==> src/design/mbe_pkg.sv <==
`timescale 1ns / 1ps
// ----------------------------------------------------------------------------
// mbe_pkg
// Shared types and constants of the Mandelbrot escape iteration block.
// ----------------------------------------------------------------------------
package mbe_pkg;

  localparam int QDEPTH      = 2;
  localparam int QPTR_W      = $clog2(QDEPTH);
  localparam int LIMIT_RESET = 255;

  typedef enum logic {
    PT_ITERATE,
    PT_OUTSIDE
  } pt_class_e;

  typedef struct packed {
    logic      valid;
    pt_class_e cls;
  } q_ctrl_t;

  typedef enum logic [2:0] {
    S_IDLE,
    S_UPD,
    S_RR,
    S_II,
    S_SUM,
    S_CHK,
    S_DONE
  } eng_state_e;

endpackage

==> src/design/mbe_point_if.sv <==
`timescale 1ns / 1ps
// ----------------------------------------------------------------------------
// mbe_point_if
// Input channel: one complex point c per item.
// ----------------------------------------------------------------------------
interface mbe_point_if #(
  parameter int COORD_WIDTH = 32
);
  logic                          valid;
  logic                          ready;
  logic signed [COORD_WIDTH-1:0] c_real;
  logic signed [COORD_WIDTH-1:0] c_imag;

  modport source (output valid, output c_real, output c_imag, input ready);
  modport sink   (input valid, input c_real, input c_imag, output ready);
endinterface

==> src/design/mbe_result_if.sv <==
`timescale 1ns / 1ps
// ----------------------------------------------------------------------------
// mbe_result_if
// Output channel: escape count and in-set flag per item.
// ----------------------------------------------------------------------------
interface mbe_result_if #(
  parameter int COUNT_WIDTH = 16
);
  logic                   valid;
  logic                   ready;
  logic [COUNT_WIDTH-1:0] iter_count;
  logic                   in_set;

  modport source (output valid, output iter_count, output in_set, input ready);
  modport sink   (input valid, input iter_count, input in_set, output ready);
endinterface

==> src/design/mbe_front.sv <==
`timescale 1ns / 1ps
// ----------------------------------------------------------------------------
// mbe_front
// Accepts points, flags those that escape on the first step, and holds
// them in a two-entry queue for the iteration engine.
// ----------------------------------------------------------------------------
module mbe_front #(
  parameter int COORD_WIDTH = 32
) (
  input  logic                          clk_i,
  input  logic                          rst_ni,
  mbe_point_if.sink                     point_i,
  output mbe_pkg::q_ctrl_t              q_ctrl_o,
  output logic signed [COORD_WIDTH-1:0] q_cr_o,
  output logic signed [COORD_WIDTH-1:0] q_ci_o,
  input  logic                          q_ready_i
);
  import mbe_pkg::*;

  localparam logic signed [COORD_WIDTH-1:0] LIM_POS =
    COORD_WIDTH'(1) << (COORD_WIDTH - 3);
  localparam logic signed [COORD_WIDTH-1:0] LIM_NEG = -LIM_POS;

  logic signed [COORD_WIDTH-1:0] cr_mem [QDEPTH];
  logic signed [COORD_WIDTH-1:0] ci_mem [QDEPTH];
  pt_class_e                     cls_mem [QDEPTH];

  logic [QPTR_W-1:0] wr_ptr_q, wr_ptr_d;
  logic [QPTR_W-1:0] rd_ptr_q, rd_ptr_d;
  logic [QPTR_W:0]   fill_q, fill_d;
  logic              push, pop;
  pt_class_e         cls_in;

  always_comb begin
    if (point_i.c_real >= LIM_POS || point_i.c_real <= LIM_NEG ||
        point_i.c_imag >= LIM_POS || point_i.c_imag <= LIM_NEG) begin
      cls_in = PT_OUTSIDE;
    end else begin
      cls_in = PT_ITERATE;
    end
  end

  assign point_i.ready = (fill_q != (QPTR_W+1)'(QDEPTH));
  assign push          = point_i.valid && point_i.ready;
  assign pop           = q_ctrl_o.valid && q_ready_i;

  assign q_ctrl_o.valid = (fill_q != '0);
  assign q_ctrl_o.cls   = cls_mem[rd_ptr_q];
  assign q_cr_o         = cr_mem[rd_ptr_q];
  assign q_ci_o         = ci_mem[rd_ptr_q];

  always_comb begin
    wr_ptr_d = wr_ptr_q;
    rd_ptr_d = rd_ptr_q;
    fill_d   = fill_q;
    if (push) begin
      wr_ptr_d = (wr_ptr_q == QPTR_W'(QDEPTH - 1)) ? '0 : wr_ptr_q + 1'b1;
    end
    if (pop) begin
      rd_ptr_d = (rd_ptr_q == QPTR_W'(QDEPTH - 1)) ? '0 : rd_ptr_q + 1'b1;
    end
    if (push && !pop) begin
      fill_d = fill_q + 1'b1;
    end else if (pop && !push) begin
      fill_d = fill_q - 1'b1;
    end
  end

  always_ff @(posedge clk_i or negedge rst_ni) begin
    if (!rst_ni) begin
      wr_ptr_q <= '0;
      rd_ptr_q <= '0;
      fill_q   <= '0;
    end else begin
      wr_ptr_q <= wr_ptr_d;
      rd_ptr_q <= rd_ptr_d;
      fill_q   <= fill_d;
    end
  end

  always_ff @(posedge clk_i) begin
    if (push) begin
      cr_mem[wr_ptr_q]  <= point_i.c_real;
      ci_mem[wr_ptr_q]  <= point_i.c_imag;
      cls_mem[wr_ptr_q] <= cls_in;
    end
  end

  a_fill_bound: assert property (@(posedge clk_i) disable iff (!rst_ni)
    fill_q <= (QPTR_W+1)'(QDEPTH))
    else $error("queue fill above depth");

  a_fill_push: assert property (@(posedge clk_i) disable iff (!rst_ni)
    push && !pop |=> fill_q == $past(fill_q) + 1'b1)
    else $error("queue fill not advanced on push");

  a_fill_pop: assert property (@(posedge clk_i) disable iff (!rst_ni)
    pop && !push |=> fill_q == $past(fill_q) - 1'b1)
    else $error("queue fill not reduced on pop");

endmodule

==> src/design/mbe_engine.sv <==
`timescale 1ns / 1ps
// ----------------------------------------------------------------------------
// mbe_engine
// Runs z = z*z + c on one shared multiplier until escape, repeat of |z|^2
// or the iteration limit, then hands the result to the output register.
// ----------------------------------------------------------------------------
module mbe_engine #(
  parameter int COORD_WIDTH = 32,
  parameter int COUNT_WIDTH = 16
) (
  input  logic                          clk_i,
  input  logic                          rst_ni,
  input  logic [COUNT_WIDTH-1:0]        limit_i,
  input  mbe_pkg::q_ctrl_t              q_ctrl_i,
  input  logic signed [COORD_WIDTH-1:0] q_cr_i,
  input  logic signed [COORD_WIDTH-1:0] q_ci_i,
  output logic                          q_ready_o,
  mbe_result_if.source                  result_o
);
  import mbe_pkg::*;

  localparam int F  = COORD_WIDTH - 4;
  localparam int ZW = F + 2;
  localparam int PW = 2 * ZW;
  localparam int SW = F + 3;
  localparam int TW = F + 4;
  localparam int NW = COORD_WIDTH + 1;

  localparam logic signed [NW-1:0] BOUND_POS = NW'(1) << (F + 1);
  localparam logic signed [NW-1:0] BOUND_NEG = -BOUND_POS;
  localparam logic [TW-1:0]        FOUR      = TW'(1) << (F + 2);
  localparam logic signed [ZW-1:0] Z_MIN     = ZW'(1) << (ZW - 1);

  eng_state_e state_q, state_d;

  logic signed [COORD_WIDTH-1:0] cr_q, ci_q;
  logic signed [ZW-1:0]          re_q, im_q;
  logic [SW-1:0]                 sre_q, sim_q;
  logic [TW-1:0]                 sum_q, last_q;
  logic signed [PW-1:0]          prod_q;
  logic [COUNT_WIDTH-1:0]        count_q;
  logic [COUNT_WIDTH-1:0]        fin_count_q;
  logic                          fin_in_q;

  logic                   res_valid_q;
  logic [COUNT_WIDTH-1:0] res_count_q;
  logic                   res_in_q;

  logic signed [ZW-1:0] mul_a, mul_b;
  logic signed [PW-1:0] prod_d;
  logic signed [PW-1:0] prod_sq, prod_ri;
  logic [SW-1:0]        sq_val;
  logic signed [TW-1:0] ri_val;
  logic signed [NW-1:0] nre, nim;
  logic                 upd_escape;
  logic                 chk_repeat, chk_escape, chk_limit;
  logic                 slot_free, res_load;

  assign prod_sq = prod_q >>> F;
  assign prod_ri = prod_q >>> (F - 1);
  assign sq_val  = prod_sq[SW-1:0];
  assign ri_val  = prod_ri[TW-1:0];

  assign nre = $signed({2'b00, sre_q}) - $signed({2'b00, sim_q}) + {cr_q[COORD_WIDTH-1], cr_q};
  assign nim = {ri_val[TW-1], ri_val} + {ci_q[COORD_WIDTH-1], ci_q};

  assign upd_escape = nre >= BOUND_POS || nre <= BOUND_NEG ||
                      nim >= BOUND_POS || nim <= BOUND_NEG;
  assign chk_repeat = (sum_q == last_q);
  assign chk_escape = (sum_q >= FOUR);
  assign chk_limit  = (count_q >= limit_i);
  assign slot_free  = !res_valid_q || result_o.ready;

  assign prod_d = mul_a * mul_b;

  // next state
  always_comb begin
    state_d = state_q;
    unique case (state_q)
      S_IDLE: begin
        if (q_ctrl_i.valid) begin
          state_d = (q_ctrl_i.cls == PT_OUTSIDE) ? S_DONE : S_UPD;
        end
      end
      S_UPD: begin
        state_d = upd_escape ? S_DONE : S_RR;
      end
      S_RR:  state_d = S_II;
      S_II:  state_d = S_SUM;
      S_SUM: state_d = S_CHK;
      S_CHK: begin
        state_d = (chk_repeat || chk_escape || chk_limit) ? S_DONE : S_UPD;
      end
      S_DONE: begin
        if (slot_free) begin
          state_d = S_IDLE;
        end
      end
      default: state_d = S_IDLE;
    endcase
  end

  // outputs
  always_comb begin
    q_ready_o = 1'b0;
    res_load  = 1'b0;
    mul_a     = re_q;
    mul_b     = im_q;
    unique case (state_q)
      S_IDLE: q_ready_o = 1'b1;
      S_RR: begin
        mul_a = re_q;
        mul_b = re_q;
      end
      S_II: begin
        mul_a = im_q;
        mul_b = im_q;
      end
      S_DONE: res_load = slot_free;
      default: ;
    endcase
  end

  always_ff @(posedge clk_i or negedge rst_ni) begin
    if (!rst_ni) begin
      state_q     <= S_IDLE;
      res_valid_q <= 1'b0;
    end else begin
      state_q <= state_d;
      if (res_load) begin
        res_valid_q <= 1'b1;
      end else if (result_o.ready) begin
        res_valid_q <= 1'b0;
      end
    end
  end

  always_ff @(posedge clk_i) begin
    prod_q <= (state_q == S_IDLE) ? '0 : prod_d;
    case (state_q)
      S_IDLE: begin
        cr_q        <= q_cr_i;
        ci_q        <= q_ci_i;
        re_q        <= '0;
        im_q        <= '0;
        sre_q       <= '0;
        sim_q       <= '0;
        sum_q       <= '0;
        count_q     <= '0;
        fin_count_q <= '0;
        fin_in_q    <= 1'b0;
      end
      S_UPD: begin
        re_q   <= nre[ZW-1:0];
        im_q   <= nim[ZW-1:0];
        last_q <= sum_q;
        if (upd_escape) begin
          fin_count_q <= count_q;
          fin_in_q    <= 1'b0;
        end
      end
      S_II: sre_q <= sq_val;
      S_SUM: begin
        sim_q <= sq_val;
        sum_q <= {1'b0, sre_q} + {1'b0, sq_val};
      end
      S_CHK: begin
        if (chk_repeat || (!chk_escape && chk_limit)) begin
          fin_count_q <= limit_i;
          fin_in_q    <= 1'b1;
        end else if (chk_escape) begin
          fin_count_q <= count_q;
          fin_in_q    <= 1'b0;
        end else begin
          count_q <= count_q + 1'b1;
        end
      end
      default: ;
    endcase
    if (res_load) begin
      res_count_q <= fin_count_q;
      res_in_q    <= fin_in_q;
    end
  end

  assign result_o.valid      = res_valid_q;
  assign result_o.iter_count = res_count_q;
  assign result_o.in_set     = res_in_q;

  a_load_free: assert property (@(posedge clk_i) disable iff (!rst_ni)
    res_load |-> (!res_valid_q || result_o.ready))
    else $error("result register overwritten while held");

  a_z_range: assert property (@(posedge clk_i) disable iff (!rst_ni)
    (state_q == S_RR || state_q == S_II || state_q == S_SUM || state_q == S_CHK)
      |-> (re_q != Z_MIN && im_q != Z_MIN))
    else $error("z component outside escape bound");

  a_pop_idle: assert property (@(posedge clk_i) disable iff (!rst_ni)
    (q_ready_o && q_ctrl_i.valid) |=> (state_q == S_UPD || state_q == S_DONE))
    else $error("popped item not started");

endmodule

==> src/design/mandelbrot_escape_iteration.sv <==
`timescale 1ns / 1ps
// ----------------------------------------------------------------------------
// mandelbrot_escape_iteration
// Escape-time iteration of one complex point per item, with a configurable
// iteration limit.
//
//   channel     dir  handshake          payload
//   point_i     in   valid/ready        c_real, c_imag (signed Q4.28)
//   result_o    out  valid/ready        iter_count, in_set
//   cfg         in   cfg_we_i           cfg_wdata_i -> iteration limit
//
// Each iteration runs update, three products and check on the shared
// multiplier; a point also ends at the update when a component leaves
// the bound, and a point with a component of magnitude 2 or more goes
// straight to the result without iterating. A two-entry queue accepts
// points while one runs, and the output register holds a result while
// the next point starts; a held result keeps the engine waiting once the
// next point is done.
// Reset clears the queue, the engine state and sets the limit to 255.
// ----------------------------------------------------------------------------
module mandelbrot_escape_iteration #(
  parameter int COORD_WIDTH = 32,
  parameter int COUNT_WIDTH = 16
) (
  input  logic                   clk_i,
  input  logic                   rst_ni,
  input  logic                   cfg_we_i,
  input  logic [COUNT_WIDTH-1:0] cfg_wdata_i,
  mbe_point_if.sink              point_i,
  mbe_result_if.source           result_o
);
  import mbe_pkg::*;

  logic [COUNT_WIDTH-1:0]        limit_q;
  q_ctrl_t                       q_ctrl;
  logic signed [COORD_WIDTH-1:0] q_cr, q_ci;
  logic                          q_ready;

  always_ff @(posedge clk_i or negedge rst_ni) begin
    if (!rst_ni) begin
      limit_q <= COUNT_WIDTH'(LIMIT_RESET);
    end else if (cfg_we_i) begin
      limit_q <= cfg_wdata_i;
    end
  end

  mbe_front #(
    .COORD_WIDTH(COORD_WIDTH)
  ) u_front (
    .clk_i    (clk_i),
    .rst_ni   (rst_ni),
    .point_i  (point_i),
    .q_ctrl_o (q_ctrl),
    .q_cr_o   (q_cr),
    .q_ci_o   (q_ci),
    .q_ready_i(q_ready)
  );

  mbe_engine #(
    .COORD_WIDTH(COORD_WIDTH),
    .COUNT_WIDTH(COUNT_WIDTH)
  ) u_engine (
    .clk_i    (clk_i),
    .rst_ni   (rst_ni),
    .limit_i  (limit_q),
    .q_ctrl_i (q_ctrl),
    .q_cr_i   (q_cr),
    .q_ci_i   (q_ci),
    .q_ready_o(q_ready),
    .result_o (result_o)
  );

endmodule

==> src/flat_wrapper.sv <==
// flat-port wrapper written by rule: the top's interface ports become plain ports
module mandelbrot_escape_iteration_flat import mbe_pkg::*;
#(
  parameter int COORD_WIDTH = 32,
  parameter int COUNT_WIDTH = 16
)
  (clk_i, rst_ni, cfg_we_i, cfg_wdata_i, point_i_valid, point_i_c_real, point_i_c_imag, point_i_ready, result_o_valid, result_o_iter_count, result_o_in_set, result_o_ready);
  mbe_point_if #(.COORD_WIDTH(COORD_WIDTH)) point_i_i ();
  mbe_result_if #(.COUNT_WIDTH(COUNT_WIDTH)) result_o_i ();
  input  logic clk_i;
  input  logic rst_ni;
  input  logic cfg_we_i;
  input  logic [COUNT_WIDTH-1:0] cfg_wdata_i;
  input wire logic [$bits(point_i_i.valid)-1:0] point_i_valid;
  input wire logic [$bits(point_i_i.c_real)-1:0] point_i_c_real;
  input wire logic [$bits(point_i_i.c_imag)-1:0] point_i_c_imag;
  output wire logic [$bits(point_i_i.ready)-1:0] point_i_ready;
  output wire logic [$bits(result_o_i.valid)-1:0] result_o_valid;
  output wire logic [$bits(result_o_i.iter_count)-1:0] result_o_iter_count;
  output wire logic [$bits(result_o_i.in_set)-1:0] result_o_in_set;
  input wire logic [$bits(result_o_i.ready)-1:0] result_o_ready;
  assign point_i_i.valid = point_i_valid;
  assign point_i_i.c_real = point_i_c_real;
  assign point_i_i.c_imag = point_i_c_imag;
  assign point_i_ready = point_i_i.ready;
  assign result_o_valid = result_o_i.valid;
  assign result_o_iter_count = result_o_i.iter_count;
  assign result_o_in_set = result_o_i.in_set;
  assign result_o_i.ready = result_o_ready;
  mandelbrot_escape_iteration #(.COORD_WIDTH(COORD_WIDTH), .COUNT_WIDTH(COUNT_WIDTH)) u_core (.clk_i(clk_i), .rst_ni(rst_ni), .cfg_we_i(cfg_we_i), .cfg_wdata_i(cfg_wdata_i), .point_i(point_i_i), .result_o(result_o_i));
endmodule
==> config.mk <==
export PLATFORM = sky130hd
export DESIGN_NAME = mandelbrot_escape_iteration_flat
export DESIGN_NICKNAME = d
export VERILOG_FILES = /design/src/design/mbe_pkg.sv /design/src/design/mbe_point_if.sv /design/src/design/mbe_result_if.sv /design/src/design/mbe_front.sv /design/src/design/mbe_engine.sv /design/src/design/mandelbrot_escape_iteration.sv /design/src/flat_wrapper.sv
export SDC_FILE = /design/constraint.sdc
export NUM_CORES = 2
export LEC_CHECK = 0
export BUFFER_PORTS_ARGS = -buffer_cell sky130_fd_sc_hd__buf_2
export CORE_MARGIN = 1
export CORE_UTILIZATION = 50
export CTS_CLUSTER_SIZE = 28
export DETAILED_ROUTE_END_ITERATION = 7
export MAX_ROUTING_LAYER = met4
export PLACE_DENSITY = 0.71
export REMOVE_ABC_BUFFERS = 1
export SLEW_MARGIN = 10
export SYNTH_ARGS = -nofsm -noshare
export SYNTH_HDL_FRONTEND = slang
export SYNTH_SLANG_ARGS = --single-unit
==> constraint.sdc <==
create_clock -name clk_i -period 13.5 [get_ports clk_i]
set_input_delay 2.7 -clock clk_i [delete_from_list [all_inputs] [get_ports clk_i]]
set_output_delay 2.7 -clock clk_i [all_outputs]
set_load 0.01 [all_outputs]
== After elaboration in Yosys (flattened, before gate mapping) ==
Memories as Yosys holds them, arrays and structs flattened. A register that Yosys moved wholly into a read port is not among the register bits.
Index checks and enable logic that the tools add are counted.
Storage, ports and cells
  register bits after elaboration: 319
  bits in writable memories: 130
  input port bits: 85
  output and inout port bits: 19
  word-level logic and storage cells: 121
  memories kept: 3
Memories
  u_core.u_front.ci_mem: depth 2, bits a word 32, read ports 1, clocked after Yosys merged registers in 1, write ports 1, RTL line mbe_front.sv:25  | logic signed [COORD_WIDTH-1:0] ci_mem [QDEPTH];
  u_core.u_front.cr_mem: depth 2, bits a word 32, read ports 1, clocked after Yosys merged registers in 1, write ports 1, RTL line mbe_front.sv:24  | logic signed [COORD_WIDTH-1:0] cr_mem [QDEPTH];
  u_core.u_front.cls_mem: depth 2, bits a word 1, read ports 1, clocked after Yosys merged registers in 0, write ports 1, RTL line mbe_front.sv:26  | pt_class_e cls_mem [QDEPTH];
Cells by class
  add/sub/neg operators: 9
  $mul: 1
  order comparisons: 10
  eq/ne operators: 14
  multiplexer cells: 35
  reduce and logical (&&, ||, !) cells: 31
Operator list (number)
  case mux 31 bit (2 select lines): 2
  case mux 30 bit (2 select lines): 2
  >= comparator 32 x 31 -> 1 bit (second input constant): 3
  2-to-1 mux 16 bit: 5
  adder 32 x 32 -> 33 bit: 2
  >= comparator 33 x 31 -> 1 bit (second input constant): 2
  less-or-equal comparator 33 x 30 -> 1 bit (second input constant): 2
  less-or-equal comparator 32 x 30 -> 1 bit (second input constant): 2
  case mux 32 bit (2 select lines): 1
  2-to-1 mux 30 bit: 2
  multiplier 30 x 30 -> 59 bit: 1
  case mux 16 bit (3 select lines): 1
  adder 31 x 31 -> 32 bit: 1
  == test 32 bit: 1
  case mux 16 bit (2 select lines): 1
  subtractor 31 x 31 -> 32 bit: 1
  case mux 3 bit (7 select lines): 1
  adder 16 x 1 -> 16 bit (second input constant): 1
  >= comparator 16 bit: 1
  2-to-1 mux 3 bit: 5
  nonzero test 2 bit: 7
  2-to-1 mux 1 bit: 12
  logical OR 1 bit: 10
  != test 2 bit (second input constant): 5
  16 further kinds: 29

== Longest topological paths before layout ==
  depth after elaboration: 8
  mapped depth: 36
  mapped depth without buffers: 33

== Modules after synthesis ==
A second synthesis with hierarchy kept.
Unflattened totals
  cells, all modules: 5513
  area total of the unflattened synthesis: 56377.8 µm²
Modules (own cells, without submodules)
  mbe_engine: instances 1, cells each 5230, area an instance 50484.7 µm²
  mbe_front: instances 1, cells each 249, area an instance 5233.8 µm²
  mandelbrot_escape_iteration: instances 1, cells each 34, area an instance 659.4 µm²

== Least setup slack after synthesis ==
OpenSTA, ideal clock, no wires.
  path kind: register to register
  start: reg u_core.u_engine.state_q[0]
  end: reg u_core.u_engine.prod_q[56]
  data arrival time: 9.231 ns
  slack: 4.045 ns
  cell stages (with the launch flop): 35
  path buffers: 3
  path through: dfrtp_1 > clkbuf_1 > nor3b_4 > clkbuf_1 > buf_1 > mux2_2 > nand2_1 > inv_1 > fa_1 > inv_1 > fa_1 > inv_1 > fa_1 > inv_1 > fa_1 > inv_1 > fa_1 > fa_1 > inv_1 > fa_1 > inv_1 > fa_1 > ha_1 > a21o_1 > a21o_1 > a21o_1 > a21oi_1 > o21ai_0 > a21o_1 > a21oi_1 > nor2_1 > a2111oi_0 > o21ai_0 > xnor2_1 > nor2_1
Between the ends
  word-level cells in the longest chain between the ends: 3
  elaborated cells between the ends (all ways): 6
  those cells by class: mul: 1; eq/ne: 2; mux: 2; reduce/logical: 1
Ends and longest elaborated chain
  from (decl): RTL line mbe_engine.sv:34  | eng_state_e state_q, state_d;
  from (signal assigned): RTL line mbe_engine.sv:129  | state_q <= state_d;
  == test 3 x 2 -> 1 bit: RTL line mbe_engine.sv:109  | unique case (state_q)
  2-to-1 mux 30 bit: RTL line mbe_engine.sv:109
  multiplier 30 x 30 -> 59 bit: RTL line mbe_engine.sv:74  | assign prod_d = mul_a * mul_b;
  to (signal assigned): RTL line mbe_engine.sv:139  | prod_q <= (state_q == S_IDLE) ? '0 : prod_d;
  to (decl): RTL line mbe_engine.sv:40  | logic signed [PW-1:0] prod_q;
Parallel ways exist; a longest one is shown, timed or not.
A chain may end at the register's enable or synchronous reset.

== Worst setup path in the final report ==
  start: reg u_core.u_engine.state_q[1]
  end: reg u_core.u_engine.prod_q[51]
Same word-level chain as after synthesis.

==> out/metrics.cfg <==
[status]
outcome=completed

[grt]
first_global_vias=42000
grt_pass1_wl_um=258000
grt_max_degree=66
grtUsageTotal_pct=31.9
antenna_found_initial=9
overflow=0

[clocking]
cts-resized-gates=0
cts_buffers=44
clockRootBuffer=clkbuf_16
cts_tree=done
clock_sinks=486
clock_path_buffers=3
cts_setup_buffers=0
insertion_delay_ns=0.57
postCtsHoldBufs=0
clkTransAtPathRegs_ns=0.07
htree_levels=2

[timing]
timing.setup.tns_ns=0
rsz0062_at_grt=false
finalCritPeriodShare_pct=79.9
worstMarginPinSlew_ns=1.29
maxSlewViolCount=0
finalSetupViolations=0
finalHoldViolCount=0
final.min_clock_period_ns=10.79
max_freq_mhz=92.7
relSlewSlack_pct=12.3
holdWs_ns=0.419
fin_skew_ns=0.0197

[setup_path]
critPathTopFamily=adder cells
start_kind=register
cpPeakStageDelay_ns=0.74
worst_path_most_repeated_cell=fa_1
crit_type=reg -> reg
endpoint_kind=register
cp_data_arrival_time_ns=11.23
path_depth=30
slowest_stage=o31ai_2
cp_num_buf_inv=7
cp_max_fo=44
worstPathRequired_ns=13.94
reg2reg_depth=30

[logic_synthesis]
avgSynthCellArea_um2=10.2
synth_edf_count=430
yosysSeqAreaShare_pct=25.4
async_flop_share_pct=4.94
synth.area.top_cells=fa_1 (34%), edfxtp_1 (23%), ha_1 (7.0%)
ys.warnings.count=0
netlist_instances=5468
ys_ff_latch=486
synth_top_area_cell=fa_1
syn_area_um2=55700
synth_cell_type_count=80
synth_ff_type=edfxtp_1
synth_top_area_share_pct=34.2

[detailed_routing]
antenna_left=0
drt_iter0_drc=4040
viasPerCell=5.73
drt-total-wl_um=170000
wl_per_cell_um=24.2
vias=40400
first_pass_iters=7
drc=0

[floorplan]
die_width_um=336
start_util_pct=50.4
die_h_um=336
dieArea_um2=113000
coreArea_um2=111000
ioPinCount=104
rows=122

[worst_hold_path]
hold_depth=0
hold_path.class=reg -> reg

[placement]
hpwl_um=136000
io_buffers=103
gp_congestion=1.02

[layout]
multi_input_area_um2=37000
syn_to_final_growth_pct=7.13
fin_nets=6859
drive_above_1_share_pct=7.49
seq_area_um2=14200
n_fill_cell=9858

[flow_run]
drv_cap=0

==> stage by stage <==
step                      instances  area (um^2)  util, %  worst slack [ns]
after floorplan                5271        55000        -              2.51
after global placement         6952        58100     52.6              2.97
after detailed placement       6952        58100     52.6              2.85
after CTS                      7031        59600     54.0              2.84
after global routing           7039        59700     54.0              2.20
final                          7043        59700     54.0              2.71
==> cell usage in the layout (no fill, tap or decap), types with 11 or more instances in the layout <==
cell and instances:
a2111oi_0 11, a211oi_1 27, a21o_1 93, a21oi_1 134, a22o_1 17, a31oi_1 14
and2_1 67, and3_1 57, buf_2 103, buf_4 90, clkbuf_16 45, dfrtp_1 15
dfxtp_1 32, diode_2 12, edfxtp_1 430, fa_1 952, ha_1 312, inv_1 1020
mux2_2 92, mux2i_1 43, mux2i_2 13, nand2_1 625, nand2b_1 25, nand3_1 40
nand4_1 42, nor2_1 593, nor2b_1 26, nor3_1 39, nor4_1 24, o21a_1 34
o21ai_0 93, o21bai_1 15, o22ai_1 16, o31ai_1 14, xnor2_1 135, xor2_1 62
==> synthesized netlist by cell type (11+ instances only) <==
library cell and n:
a22o_1 17, edfxtp_1 430, a21o_1 93, a31oi_1 14, a211oi_1 27, nor2b_1 26
o21ai_0 93, nand3_1 40, nand2_1 625, mux2i_1 56, o22ai_1 16, nand4_1 42
xor2_1 62, xnor2_1 135, mux2_2 92, nor3_1 39, and2_1 67, buf_1 18
ha_1 312, nand2b_1 25, inv_1 1022, fa_1 952, a21oi_1 134, clkbuf_1 178
o21a_1 34, dfrtp_1 16, a2111oi_0 11, o31ai_1 15, nor4_1 24, and3_1 58
o21bai_1 15, dfxtp_1 32, nor2_1 596
==> path summary, 6_finish.rpt <==
check | end | slack (ns) | start
max | u_core.u_engine.prod_q[51] | 2.71 | u_core.u_engine.state_q[1]
min | u_core.u_engine.result_o.iter_count[14] | 0.42 | u_core.u_engine.fin_count_q[14]
max reg2reg | u_core.u_engine.prod_q[51] | 2.71 | u_core.u_engine.state_q[1]
min reg2reg | u_core.u_engine.result_o.iter_count[14] | 0.42 | u_core.u_engine.fin_count_q[14]
max in group asynchronous | u_core.u_front.rd_ptr_q | 10.83 | rst_ni
min in group asynchronous | u_core.limit_q[10] | 2.17 | rst_ni
==> routing by layer <==
metal  global-route usage, %  vias to the layer above  wire (um)
met2                    50.1                     1938      79100
met5                       -                        -          0
li1                        -                    17400          -
met1                    39.9                    20500      65300
met3                    6.06                      498      15800
met4                    15.3                        0      10100
==> kinds of logic (layout without fill, tap and decap cells) <==
family	count (synthesis)	after routing	synth area share, %
AND/OR/NAND/NOR	1594	1594	12.4
adder cells (fa/ha/maj)	1264	1264	41.2
buffers and inverters	1220	1295	8.23
AO/OA/AOI/OAI	559	559	6.77
flip-flops	486	486	25.4
XOR/XNOR	197	197	3.10
multiplexers	148	148	2.87
other	0	12	0
==> sequential cells by signal, indices dropped and copies added, names as in the netlist, 2 cells and up <==
signal	cells
u_core.u_front.cr_mem	64
u_core.u_engine.re_q	30
u_core.u_front.cls_mem	2
u_core.limit_q	16
u_core.u_engine.count_q	16
u_core.u_engine.sre_q	31
u_core.u_engine.cr_q	32
u_core.u_engine.ci_q	32
u_core.u_engine.prod_q	32
u_core.u_engine.im_q	30
u_core.u_engine.last_q	32
u_core.u_engine.fin_count_q	16
u_core.u_engine.state_q	3
u_core.u_front.fill_q	2
u_core.u_engine.sum_q	32
u_core.u_front.ci_mem	64
u_core.u_engine.sim_q	31
u_core.u_engine.result_o.iter_count	16
==> layout make-up <==
class                      instances  share of cell area (%)
timing repair buffer             193                    2.00
tap                             1488                    3.12
antenna                           12                  0.0503
multi-input combinational       3762                    62.1
sequential                       486                    23.7
clock inverter                    25                   0.633
clock buffer                      54                    1.96
inverter                        1023                    6.44
Power is left out: the tool's default activity adds up to more than one toggle a clock period on the data nets, which glitch-free logic cannot reach.
